[src/sv/rpn_pkg.sv]
// ----------------------------------------------------------------------------
// rpn_pkg
// Types and constants shared by the tagged RPN stack evaluator and its parts.
// ----------------------------------------------------------------------------
package rpn_pkg;

  localparam int WORD_W  = 32;
  localparam int DEPTH_W = 7;
  localparam int CNT_W   = $clog2(WORD_W);

  typedef enum logic [1:0] {
    OPC_PUSH_NUM = 2'd0,
    OPC_PUSH_OPR = 2'd1,
    OPC_EVAL     = 2'd2,
    OPC_NOP      = 2'd3
  } opcode_t;

  typedef enum logic [1:0] {
    AOP_ADD = 2'd0,
    AOP_SUB = 2'd1,
    AOP_MUL = 2'd2,
    AOP_DIV = 2'd3
  } alu_op_t;

  typedef enum logic [2:0] {
    ST_OK          = 3'd0,
    ST_EMPTY       = 3'd1,
    ST_TOP_NOT_OP  = 3'd2,
    ST_MISSING     = 3'd3,
    ST_NOT_NUMBERS = 3'd4,
    ST_DIV_ZERO    = 3'd5,
    ST_FULL        = 3'd6
  } status_t;

  typedef struct packed {
    opcode_t            opcode;
    logic signed [31:0] number_value;
    alu_op_t            operator_code;
  } cmd_t;

  typedef struct packed {
    status_t              status;
    logic signed [31:0]   result_value;
    logic [DEPTH_W-1:0]   stack_depth;
  } res_t;

  // One stack entry: tag set means operator
  typedef struct packed {
    logic              is_op;
    alu_op_t           opr;
    logic [WORD_W-1:0] num;
  } entry_t;

  typedef struct packed {
    logic              start;
    alu_op_t           op;
    logic [WORD_W-1:0] lhs;
    logic [WORD_W-1:0] rhs;
  } alu_req_t;

  typedef struct packed {
    logic              done;
    logic [WORD_W-1:0] value;
  } alu_rsp_t;

  typedef enum logic [2:0] {
    S_IDLE,
    S_TOP,
    S_RIGHT,
    S_LEFT,
    S_EXEC
  } seq_state_t;

  typedef enum logic [2:0] {
    A_IDLE,
    A_ONE,
    A_MUL,
    A_NEG_L,
    A_NEG_R,
    A_DIV,
    A_NEG_Q
  } alu_state_t;

endpackage

[src/sv/rpn_ram.sv]
// ----------------------------------------------------------------------------
// rpn_ram
// Generic single-write, single-read RAM with registered read data.
// ----------------------------------------------------------------------------
module rpn_ram #(
  parameter int WIDTH = 35,
  parameter int DEPTH = 64
) (
  input  logic                     clk,
  input  logic                     we,
  input  logic [$clog2(DEPTH)-1:0] waddr,
  input  logic [WIDTH-1:0]         wdata,
  input  logic [$clog2(DEPTH)-1:0] raddr,
  output logic [WIDTH-1:0]         rdata
);

  logic [WIDTH-1:0] mem [DEPTH];

  always_ff @(posedge clk) begin
    if (we) begin
      mem[waddr] <= wdata;
    end
    rdata <= mem[raddr];
  end

endmodule

[src/sv/rpn_alu.sv]
// ----------------------------------------------------------------------------
// rpn_alu
// Iterative arithmetic unit built round one 33-bit adder: add and subtract in
// one step, multiply by shift-and-add, signed divide by restoring steps.
// ----------------------------------------------------------------------------
module rpn_alu (
  input  logic              clk,
  input  logic              rst,
  input  rpn_pkg::alu_req_t req,
  output rpn_pkg::alu_rsp_t rsp
);

  localparam int W = rpn_pkg::WORD_W;
  localparam int C = rpn_pkg::CNT_W;

  rpn_pkg::alu_state_t state, state_next;
  rpn_pkg::alu_op_t    op, op_next;
  logic [W-1:0]        x, x_next;
  logic [W-1:0]        y, y_next;
  logic [W-1:0]        acc, acc_next;
  logic [C-1:0]        cnt, cnt_next;
  logic                neg, neg_next;
  logic [W-1:0]        value, value_next;
  logic                done, done_next;

  logic [W-1:0] add_a, add_b;
  logic         add_sub;
  logic [W:0]   sum;

  // the one shared adder
  assign sum = {1'b0, add_a} + {1'b0, (add_sub ? ~add_b : add_b)} + (W + 1)'(add_sub);

  always_ff @(posedge clk) begin
    if (rst) begin
      state <= rpn_pkg::A_IDLE;
      done  <= 1'b0;
    end else begin
      state <= state_next;
      done  <= done_next;
    end
    op    <= op_next;
    x     <= x_next;
    y     <= y_next;
    acc   <= acc_next;
    cnt   <= cnt_next;
    neg   <= neg_next;
    value <= value_next;
  end

  always_comb begin
    state_next = state;
    op_next    = op;
    x_next     = x;
    y_next     = y;
    acc_next   = acc;
    cnt_next   = cnt;
    neg_next   = neg;
    value_next = value;
    done_next  = 1'b0;
    add_a      = x;
    add_b      = y;
    add_sub    = 1'b0;

    unique case (state)
      rpn_pkg::A_IDLE: begin
        if (req.start) begin
          op_next  = req.op;
          x_next   = req.lhs;
          y_next   = req.rhs;
          acc_next = '0;
          cnt_next = '0;
          neg_next = req.lhs[W-1] ^ req.rhs[W-1];
          unique case (req.op)
            rpn_pkg::AOP_ADD,
            rpn_pkg::AOP_SUB: state_next = rpn_pkg::A_ONE;
            rpn_pkg::AOP_MUL: state_next = rpn_pkg::A_MUL;
            rpn_pkg::AOP_DIV: state_next = rpn_pkg::A_NEG_L;
          endcase
        end
      end

      rpn_pkg::A_ONE: begin
        add_sub    = (op == rpn_pkg::AOP_SUB);
        value_next = sum[W-1:0];
        done_next  = 1'b1;
        state_next = rpn_pkg::A_IDLE;
      end

      rpn_pkg::A_MUL: begin
        add_a  = acc;
        add_b  = x;
        if (y[0]) begin
          acc_next = sum[W-1:0];
        end
        x_next   = {x[W-2:0], 1'b0};
        y_next   = {1'b0, y[W-1:1]};
        cnt_next = cnt + C'(1);
        if (cnt == C'(W - 1)) begin
          value_next = y[0] ? sum[W-1:0] : acc;
          done_next  = 1'b1;
          state_next = rpn_pkg::A_IDLE;
        end
      end

      rpn_pkg::A_NEG_L: begin
        add_a   = '0;
        add_b   = x;
        add_sub = 1'b1;
        if (x[W-1]) begin
          x_next = sum[W-1:0];
        end
        state_next = rpn_pkg::A_NEG_R;
      end

      rpn_pkg::A_NEG_R: begin
        add_a   = '0;
        add_b   = y;
        add_sub = 1'b1;
        if (y[W-1]) begin
          y_next = sum[W-1:0];
        end
        state_next = rpn_pkg::A_DIV;
      end

      rpn_pkg::A_DIV: begin
        // trial subtract of the divisor from the shifted remainder
        add_a   = {acc[W-2:0], x[W-1]};
        add_b   = y;
        add_sub = 1'b1;
        if (sum[W]) begin
          acc_next = sum[W-1:0];
          x_next   = {x[W-2:0], 1'b1};
        end else begin
          acc_next = {acc[W-2:0], x[W-1]};
          x_next   = {x[W-2:0], 1'b0};
        end
        cnt_next = cnt + C'(1);
        if (cnt == C'(W - 1)) begin
          state_next = rpn_pkg::A_NEG_Q;
        end
      end

      rpn_pkg::A_NEG_Q: begin
        add_a      = '0;
        add_b      = x;
        add_sub    = 1'b1;
        value_next = neg ? sum[W-1:0] : x;
        done_next  = 1'b1;
        state_next = rpn_pkg::A_IDLE;
      end

      default: state_next = rpn_pkg::A_IDLE;
    endcase
  end

  assign rsp.done  = done;
  assign rsp.value = value;

endmodule

[src/sv/tagged_rpn_stack_evaluator.sv]
// ----------------------------------------------------------------------------
// tagged_rpn_stack_evaluator
// Bounded stack of tagged entries (number or operator) with an evaluate
// command that folds operator and two numbers into one number.
// ----------------------------------------------------------------------------
//
//  channel | signals                   | accepted when
//  --------+---------------------------+-------------------------------------
//  command | start, busy, cmd          | rising edge with start high, busy low
//  result  | done, result              | rising edge ending the done cycle
//
// A push or a no-op item is handled in the idle state; its result shows on the
// next cycle, with busy staying low so another item may follow at once.
// An evaluate item reads the top, right and left entries in turn through
// the single read port of the entry RAM, then runs the shared adder: add
// or subtract directly, multiply by shift-and-add, divide by two sign
// steps, 32 quotient bits and one sign fix; then it writes back the value.
// Failed checks end the item early, in the idle state or the top or left read state.
// Reset clears the stack pointer and the sequencer; the entry RAM is not
// cleared. Results are shown for one cycle and cannot be held off.
//
module tagged_rpn_stack_evaluator #(
  parameter int STACK_DEPTH = 64
) (
  input  logic          clk,
  input  logic          rst,
  input  logic          start,
  output logic          busy,
  input  rpn_pkg::cmd_t cmd,
  output logic          done,
  output rpn_pkg::res_t result
);

  localparam int ADDR_W = $clog2(STACK_DEPTH);
  localparam int PTR_W  = $clog2(STACK_DEPTH + 1);
  localparam int W      = rpn_pkg::WORD_W;

  rpn_pkg::seq_state_t state, state_next;
  logic [PTR_W-1:0]    sp, sp_next;
  rpn_pkg::alu_op_t    op, op_next;
  rpn_pkg::entry_t     rhs, rhs_next;
  rpn_pkg::res_t       res, res_next;
  logic                done_q, done_next;

  logic                we;
  logic [ADDR_W-1:0]   waddr, raddr;
  rpn_pkg::entry_t     wdata, rdata;
  rpn_pkg::alu_req_t   alu_req;
  rpn_pkg::alu_rsp_t   alu_rsp;

  logic [PTR_W-1:0]    sp_m1, sp_m2, sp_m3, sp_p1;
  logic                accept;

  assign sp_m1  = sp - PTR_W'(1);
  assign sp_m2  = sp - PTR_W'(2);
  assign sp_m3  = sp - PTR_W'(3);
  assign sp_p1  = sp + PTR_W'(1);
  assign busy   = (state != rpn_pkg::S_IDLE);
  assign accept = start && !busy;

  rpn_ram #(
    .WIDTH ($bits(rpn_pkg::entry_t)),
    .DEPTH (STACK_DEPTH)
  ) u_store (
    .clk   (clk),
    .we    (we),
    .waddr (waddr),
    .wdata (wdata),
    .raddr (raddr),
    .rdata (rdata)
  );

  rpn_alu u_alu (
    .clk (clk),
    .rst (rst),
    .req (alu_req),
    .rsp (alu_rsp)
  );

  always_ff @(posedge clk) begin
    if (rst) begin
      state  <= rpn_pkg::S_IDLE;
      sp     <= '0;
      done_q <= 1'b0;
    end else begin
      state  <= state_next;
      sp     <= sp_next;
      done_q <= done_next;
    end
    op  <= op_next;
    rhs <= rhs_next;
    res <= res_next;
  end

  // Read address walks down from the top: top, then right, then left.
  always_comb begin
    unique case (state)
      rpn_pkg::S_TOP:   raddr = sp_m2[ADDR_W-1:0];
      rpn_pkg::S_RIGHT: raddr = sp_m3[ADDR_W-1:0];
      default:          raddr = sp_m1[ADDR_W-1:0];
    endcase
  end

  always_comb begin
    state_next = state;
    sp_next    = sp;
    op_next    = op;
    rhs_next   = rhs;
    res_next   = res;
    done_next  = 1'b0;
    we         = 1'b0;
    waddr      = sp[ADDR_W-1:0];
    wdata      = '0;
    alu_req.start = 1'b0;
    alu_req.op    = op;
    alu_req.lhs   = rdata.num;
    alu_req.rhs   = rhs.num;

    unique case (state)
      rpn_pkg::S_IDLE: begin
        if (accept) begin
          done_next             = 1'b1;
          res_next.status       = rpn_pkg::ST_OK;
          res_next.result_value = '0;
          res_next.stack_depth  = rpn_pkg::DEPTH_W'(sp);
          unique case (cmd.opcode)
            rpn_pkg::OPC_PUSH_NUM,
            rpn_pkg::OPC_PUSH_OPR: begin
              if (sp >= PTR_W'(STACK_DEPTH)) begin
                // drop the push, flag full
                res_next.status = rpn_pkg::ST_FULL;
              end else begin
                we        = 1'b1;
                wdata.is_op = (cmd.opcode == rpn_pkg::OPC_PUSH_OPR);
                wdata.opr = (cmd.opcode == rpn_pkg::OPC_PUSH_OPR) ?
                            cmd.operator_code : rpn_pkg::AOP_ADD;
                wdata.num = (cmd.opcode == rpn_pkg::OPC_PUSH_NUM) ?
                            cmd.number_value : '0;
                sp_next   = sp_p1;
                res_next.stack_depth = rpn_pkg::DEPTH_W'(sp_p1);
              end
            end
            rpn_pkg::OPC_EVAL: begin
              if (sp == '0) begin
                res_next.status = rpn_pkg::ST_EMPTY;
              end else begin
                // hold the result until the checks are done
                done_next  = 1'b0;
                state_next = rpn_pkg::S_TOP;
              end
            end
            rpn_pkg::OPC_NOP: ;
          endcase
        end
      end

      rpn_pkg::S_TOP: begin
        // read data is the top entry
        res_next.result_value = '0;
        res_next.stack_depth  = rpn_pkg::DEPTH_W'(sp);
        if (!rdata.is_op) begin
          res_next.status = rpn_pkg::ST_TOP_NOT_OP;
          done_next       = 1'b1;
          state_next      = rpn_pkg::S_IDLE;
        end else if (sp < PTR_W'(3)) begin
          res_next.status = rpn_pkg::ST_MISSING;
          done_next       = 1'b1;
          state_next      = rpn_pkg::S_IDLE;
        end else begin
          op_next    = rdata.opr;
          state_next = rpn_pkg::S_RIGHT;
        end
      end

      rpn_pkg::S_RIGHT: begin
        rhs_next   = rdata;
        state_next = rpn_pkg::S_LEFT;
      end

      rpn_pkg::S_LEFT: begin
        // read data is the left operand
        if (rhs.is_op || rdata.is_op) begin
          res_next.status = rpn_pkg::ST_NOT_NUMBERS;
          done_next       = 1'b1;
          state_next      = rpn_pkg::S_IDLE;
        end else if (op == rpn_pkg::AOP_DIV && rhs.num == '0) begin
          res_next.status = rpn_pkg::ST_DIV_ZERO;
          done_next       = 1'b1;
          state_next      = rpn_pkg::S_IDLE;
        end else begin
          alu_req.start = 1'b1;
          state_next    = rpn_pkg::S_EXEC;
        end
      end

      rpn_pkg::S_EXEC: begin
        if (alu_rsp.done) begin
          // pop three, push the value in place of the left operand
          we                    = 1'b1;
          waddr                 = sp_m3[ADDR_W-1:0];
          wdata.is_op           = 1'b0;
          wdata.opr             = rpn_pkg::AOP_ADD;
          wdata.num             = alu_rsp.value;
          sp_next               = sp_m2;
          res_next.status       = rpn_pkg::ST_OK;
          res_next.result_value = alu_rsp.value;
          res_next.stack_depth  = rpn_pkg::DEPTH_W'(sp_m2);
          done_next             = 1'b1;
          state_next            = rpn_pkg::S_IDLE;
        end
      end

      default: state_next = rpn_pkg::S_IDLE;
    endcase
  end

  assign done   = done_q;
  assign result = res;

  // width of the word is fixed by the entry layout
  if (W != 32) begin : g_bad_width
    $error("entry number field must be 32 bits");
  end

endmodule

[config.mk]
export PLATFORM = sky130hd
export DESIGN_NAME = tagged_rpn_stack_evaluator
export DESIGN_NICKNAME = d
export VERILOG_FILES = /design/src/sv/rpn_pkg.sv /design/src/sv/rpn_ram.sv /design/src/sv/rpn_alu.sv /design/src/sv/tagged_rpn_stack_evaluator.sv
export SDC_FILE = /design/constraint.sdc
export NUM_CORES = 2
export LEC_CHECK = 0
export ABC_AREA = 1
export BUFFER_PORTS_ARGS = -buffer_cell sky130_fd_sc_hd__buf_2
export CAP_MARGIN = 0
export CORE_MARGIN = 2
export CORE_UTILIZATION = 51
export CTS_CLUSTER_SIZE = 12
export DETAILED_ROUTE_END_ITERATION = 10
export HOLD_SLACK_MARGIN = 0.05
export PLACE_DENSITY = 0.66
export SYNTH_ARGS = -nofsm -noshare
export SYNTH_HDL_FRONTEND = slang
export SYNTH_SLANG_ARGS = --single-unit
[constraint.sdc]
create_clock -name clk -period 8.4 [get_ports clk]
set_input_delay 0.84 -clock clk [delete_from_list [all_inputs] [get_ports clk]]
set_output_delay 0.84 -clock clk [all_outputs]
set_load 0.03 [all_outputs]
==> results.toml <==
[placement]
dp_hpwl_mm = 175
placed_cells_incl_taps = 11700
io_buffer_count = 82
gp_congestion = 0.955
dp_slack_ns = 2.41

[route]
wirelength_mm = 314
avgViaCountPerCell = 6.01
first_iter_violations = 9390
drc_errors = 0
first_pass_iters = 8
routedWlPerCell_um = 26.0
ant_nets = 0
vias = 72600

[sta]
finalClockSkew_ns = 0.0474
rsz0062_at_grt = "false"
postLayoutSetupSlackWorst_ns = 2.32
slew_headroom_pct = 10.8
fin_crit_ns = 6.08
clock.fmax_ghz = 0.164
finalHoldViolCount = 0
setup_viol = 0
tns_ns = 0
min_period_over_period_pct = 72.4
drv_slew = 0
worstMarginPinSlew_ns = 1.30

[setup_path]
cp.arrival_ns = 6.73
crit_path_start_kind = "flip-flop"
cpMostUsedCell = "nand2_1"
crit_path_max_incr_delay_ns = 1.00
path_cells = "nand2_2, nor2_4, inv_1, buf_4, o221ai_1, ha_1, nand3_1, nand2_1, nand2_1, nand2_1, a21oi_1, o21ai_1, a21boi_0, xor2_1, inv_1, o21ai_1, nand3_1"
crit_required_ns = 9.05
worstSetupPathType = "reg -> reg"
critPathMaxFanout = 39
endpoint_kind = "flip-flop"
critPathSlowestCell = "nor2_4"

[die]
pin_count = 83
initial_core_util_pct = 51.2
coreArea_um2 = 211000
num_rows = 169
die_h_um = 465
die_w_um = 465
die_area_um2 = 216000

[clocking]
cts.sinks = 2503
clk_latency_ns = 0.93
clk_pin_slew_ns = 0.06
root_buffer = "clkbuf_16"
ctsHoldBuffers = 0
cts.path.max_buffers = 4
ctsHtreeMaxLevel = 5
cts_tree = "yes"
numCtsBuffers = 275
cts_setup_buffers = 0
cts_resized = 0

[global_routing]
gr-usage-all-layers_pct = 28.6
antenna_found_initial = 8
overflow = 0
grt_pass1_vias = 68100
grt_start_max_net_pins = 226
grt_pass1_wl_mm = 456

[run]
cap_violations = 0

[yosys]
synthesis.nets = 9283
ys.flop_type = "edfxtp_1"
synth_edf_count = 2453
syn_inst = 9204
synth_cell_type_count = 66
synth_warnings = 0
synth_async_sr_flop_share_pct = 0
synth_area_per_cell_um2 = 11.8
yosysSeqAreaShare_pct = 69.0
netlist_area_um2 = 108000
synth_seq_cells = 2503

[pwr]
p_leak_nw = 44.1
power_density_nw_per_um2 = 325
peakVddDrop_uv = 345

[min_path]
min_path_type = "in -> reg"

[cells_and_area]
n_fill_cell = 17100
area_growth_pct = 10.2
fin_cells = 12100
drive_gt1_share_pct = 8.52
nets = 9213
fin_util_pct = 56.4

[run_status]
status = "finished, final reports clean"
[final timing paths]
kind                     start         endpoint  slack (ns)  cells past startpoint
max             u_alu.state[1]  u_alu.value[18]        2.32                     17
min                    cmd[34]         state[0]        0.32                      4
max reg2reg     u_alu.state[1]  u_alu.value[18]        2.32                     17
min reg2reg  u_store.rdata[33]            op[1]        0.43                      0
[cell usage after synthesis (all sizes together) (51+ instances only)]
cell / instances / area share (%)
a21oi: 458 / 2.1
nor3: 51 / 0.25
a211oi: 83 / 0.58
xor2: 55 / 0.45
clkbuf: 223 / 0.78
o21ai: 594 / 2.8
inv: 953 / 3.3
a31oi: 72 / 0.42
nand3b: 113 / 0.78
buf: 386 / 2.0
o211ai: 453 / 3.2
o31ai: 101 / 0.70
nor2: 369 / 1.3
edfxtp: 2453 / 68
and3: 85 / 0.49
nand2: 1489 / 5.2
nand3: 977 / 4.5
[cells by family after synthesis]
| family | after synthesis | share of synthesized area, % |
|---|---|---|
| compound gates | 1871 | 10.6 |
| xor+xnor | 64 | 0.525 |
| fa+ha+maj | 40 | 0.469 |
| buf+inv | 1568 | 6.15 |
| flops | 2503 | 69.0 |
| mux | 47 | 0.488 |
| simple gates | 3111 | 12.8 |
[final cells by class]
class	instances	area [um^2]	share of cell area, %
Antenna cell	1	2.50	0.00210
Clock buffer	352	7270	6.10
Clock inverter	53	300	0.252
Inverter	959	3610	3.03
Multi-Input combinational cell	5133	27800	23.3
Sequential cell	2503	74700	62.6
Tap cell	2821	3530	2.96
Timing Repair Buffer	262	2040	1.71
[layout by cell type, fill, tap and decap left out, types with 9 or more instances in the layout]
cell type  netlist  final
edfxtp_1      2453   2453
nand2_1       1471   1470
nand3_1        974    974
inv_1          936    935
o21ai_0        489    460
a21oi_1        458    456
o211ai_1       449    449
nor2_1         361    295
clkbuf_16        0    278
buf_4           42    158
nand3b_1       113    113
o21ai_1        103    103
o31ai_1        101    101
and3_1          85     83
a211oi_1        82     82
buf_2          284     82
a31oi_1         72     72
clkbuf_1       219     70
nor2_4           2     69
xor2_1          54     54
nor3_1          50     50
dfxtp_1         50     50
mux2_2          46     46
ha_1            39     39
a22oi_1         36     36
clkinv_1         6     34
o221ai_1        29     29
o21ai_4          0     29
buf_12           1     22
inv_2           15     14
clkinv_2         0     14
nand4_1         13     13
a221oi_1        12     12
nand2_2         12     10
xnor2_1          9      9
[power by group]
group | internal, mW | total (mW) | switching, mW
logic | 3.48 | 13.3 | 9.78
clock network | 6.06 | 10.7 | 4.59
registers | 14.5 | 14.9 | 0.407
[registers in the layout (all words and copies together) (netlist names), 2 cells and up]
register,flops
alu_req,32
op,2
result,42
sp,7
state,3
u_alu.acc,32
u_alu.cnt,5
u_alu.op,2
u_alu.state,3
u_alu.value,32
u_alu.x,32
u_alu.y,32
u_store.mem,2240
u_store.rdata,35
[worst max-delay path: cells and delay by family, from the launching register on]
| family | cells | cell delay (ns) |
|---|---|---|
| XOR/XNOR | 1 | 0.54 |
| buffers and inverters | 3 | 0.64 |
| flip-flops | 1 | 0.63 |
| AO/OA/AOI/OAI | 5 | 1.37 |
| AND/OR/NAND/NOR | 7 | 2.27 |
| adder cells (fa/ha/maj) | 1 | 0.31 |
[per-stage QoR]
step                instance area (um^2)  power (mW)  hold slack [ns]
CTS                               119000        38.7            0.259
global placement                  112000        28.0            0.412
finish                            119000        38.8            0.321
detailed placement                112000        28.1            0.422
floorplan                         108000        23.5            0.386
global route                      119000        40.5            0.297
[layer usage]
layer	part of all wire (%)	track usage, %	up-vias
li1	-	-	32800
met1	42	41.2	35600
met2	44	43.0	3672
met3	9.6	5.28	546
met4	4.2	11.4	6
met5	0.081	0	-
No activity file was read; power rests on OpenSTA's default activity.
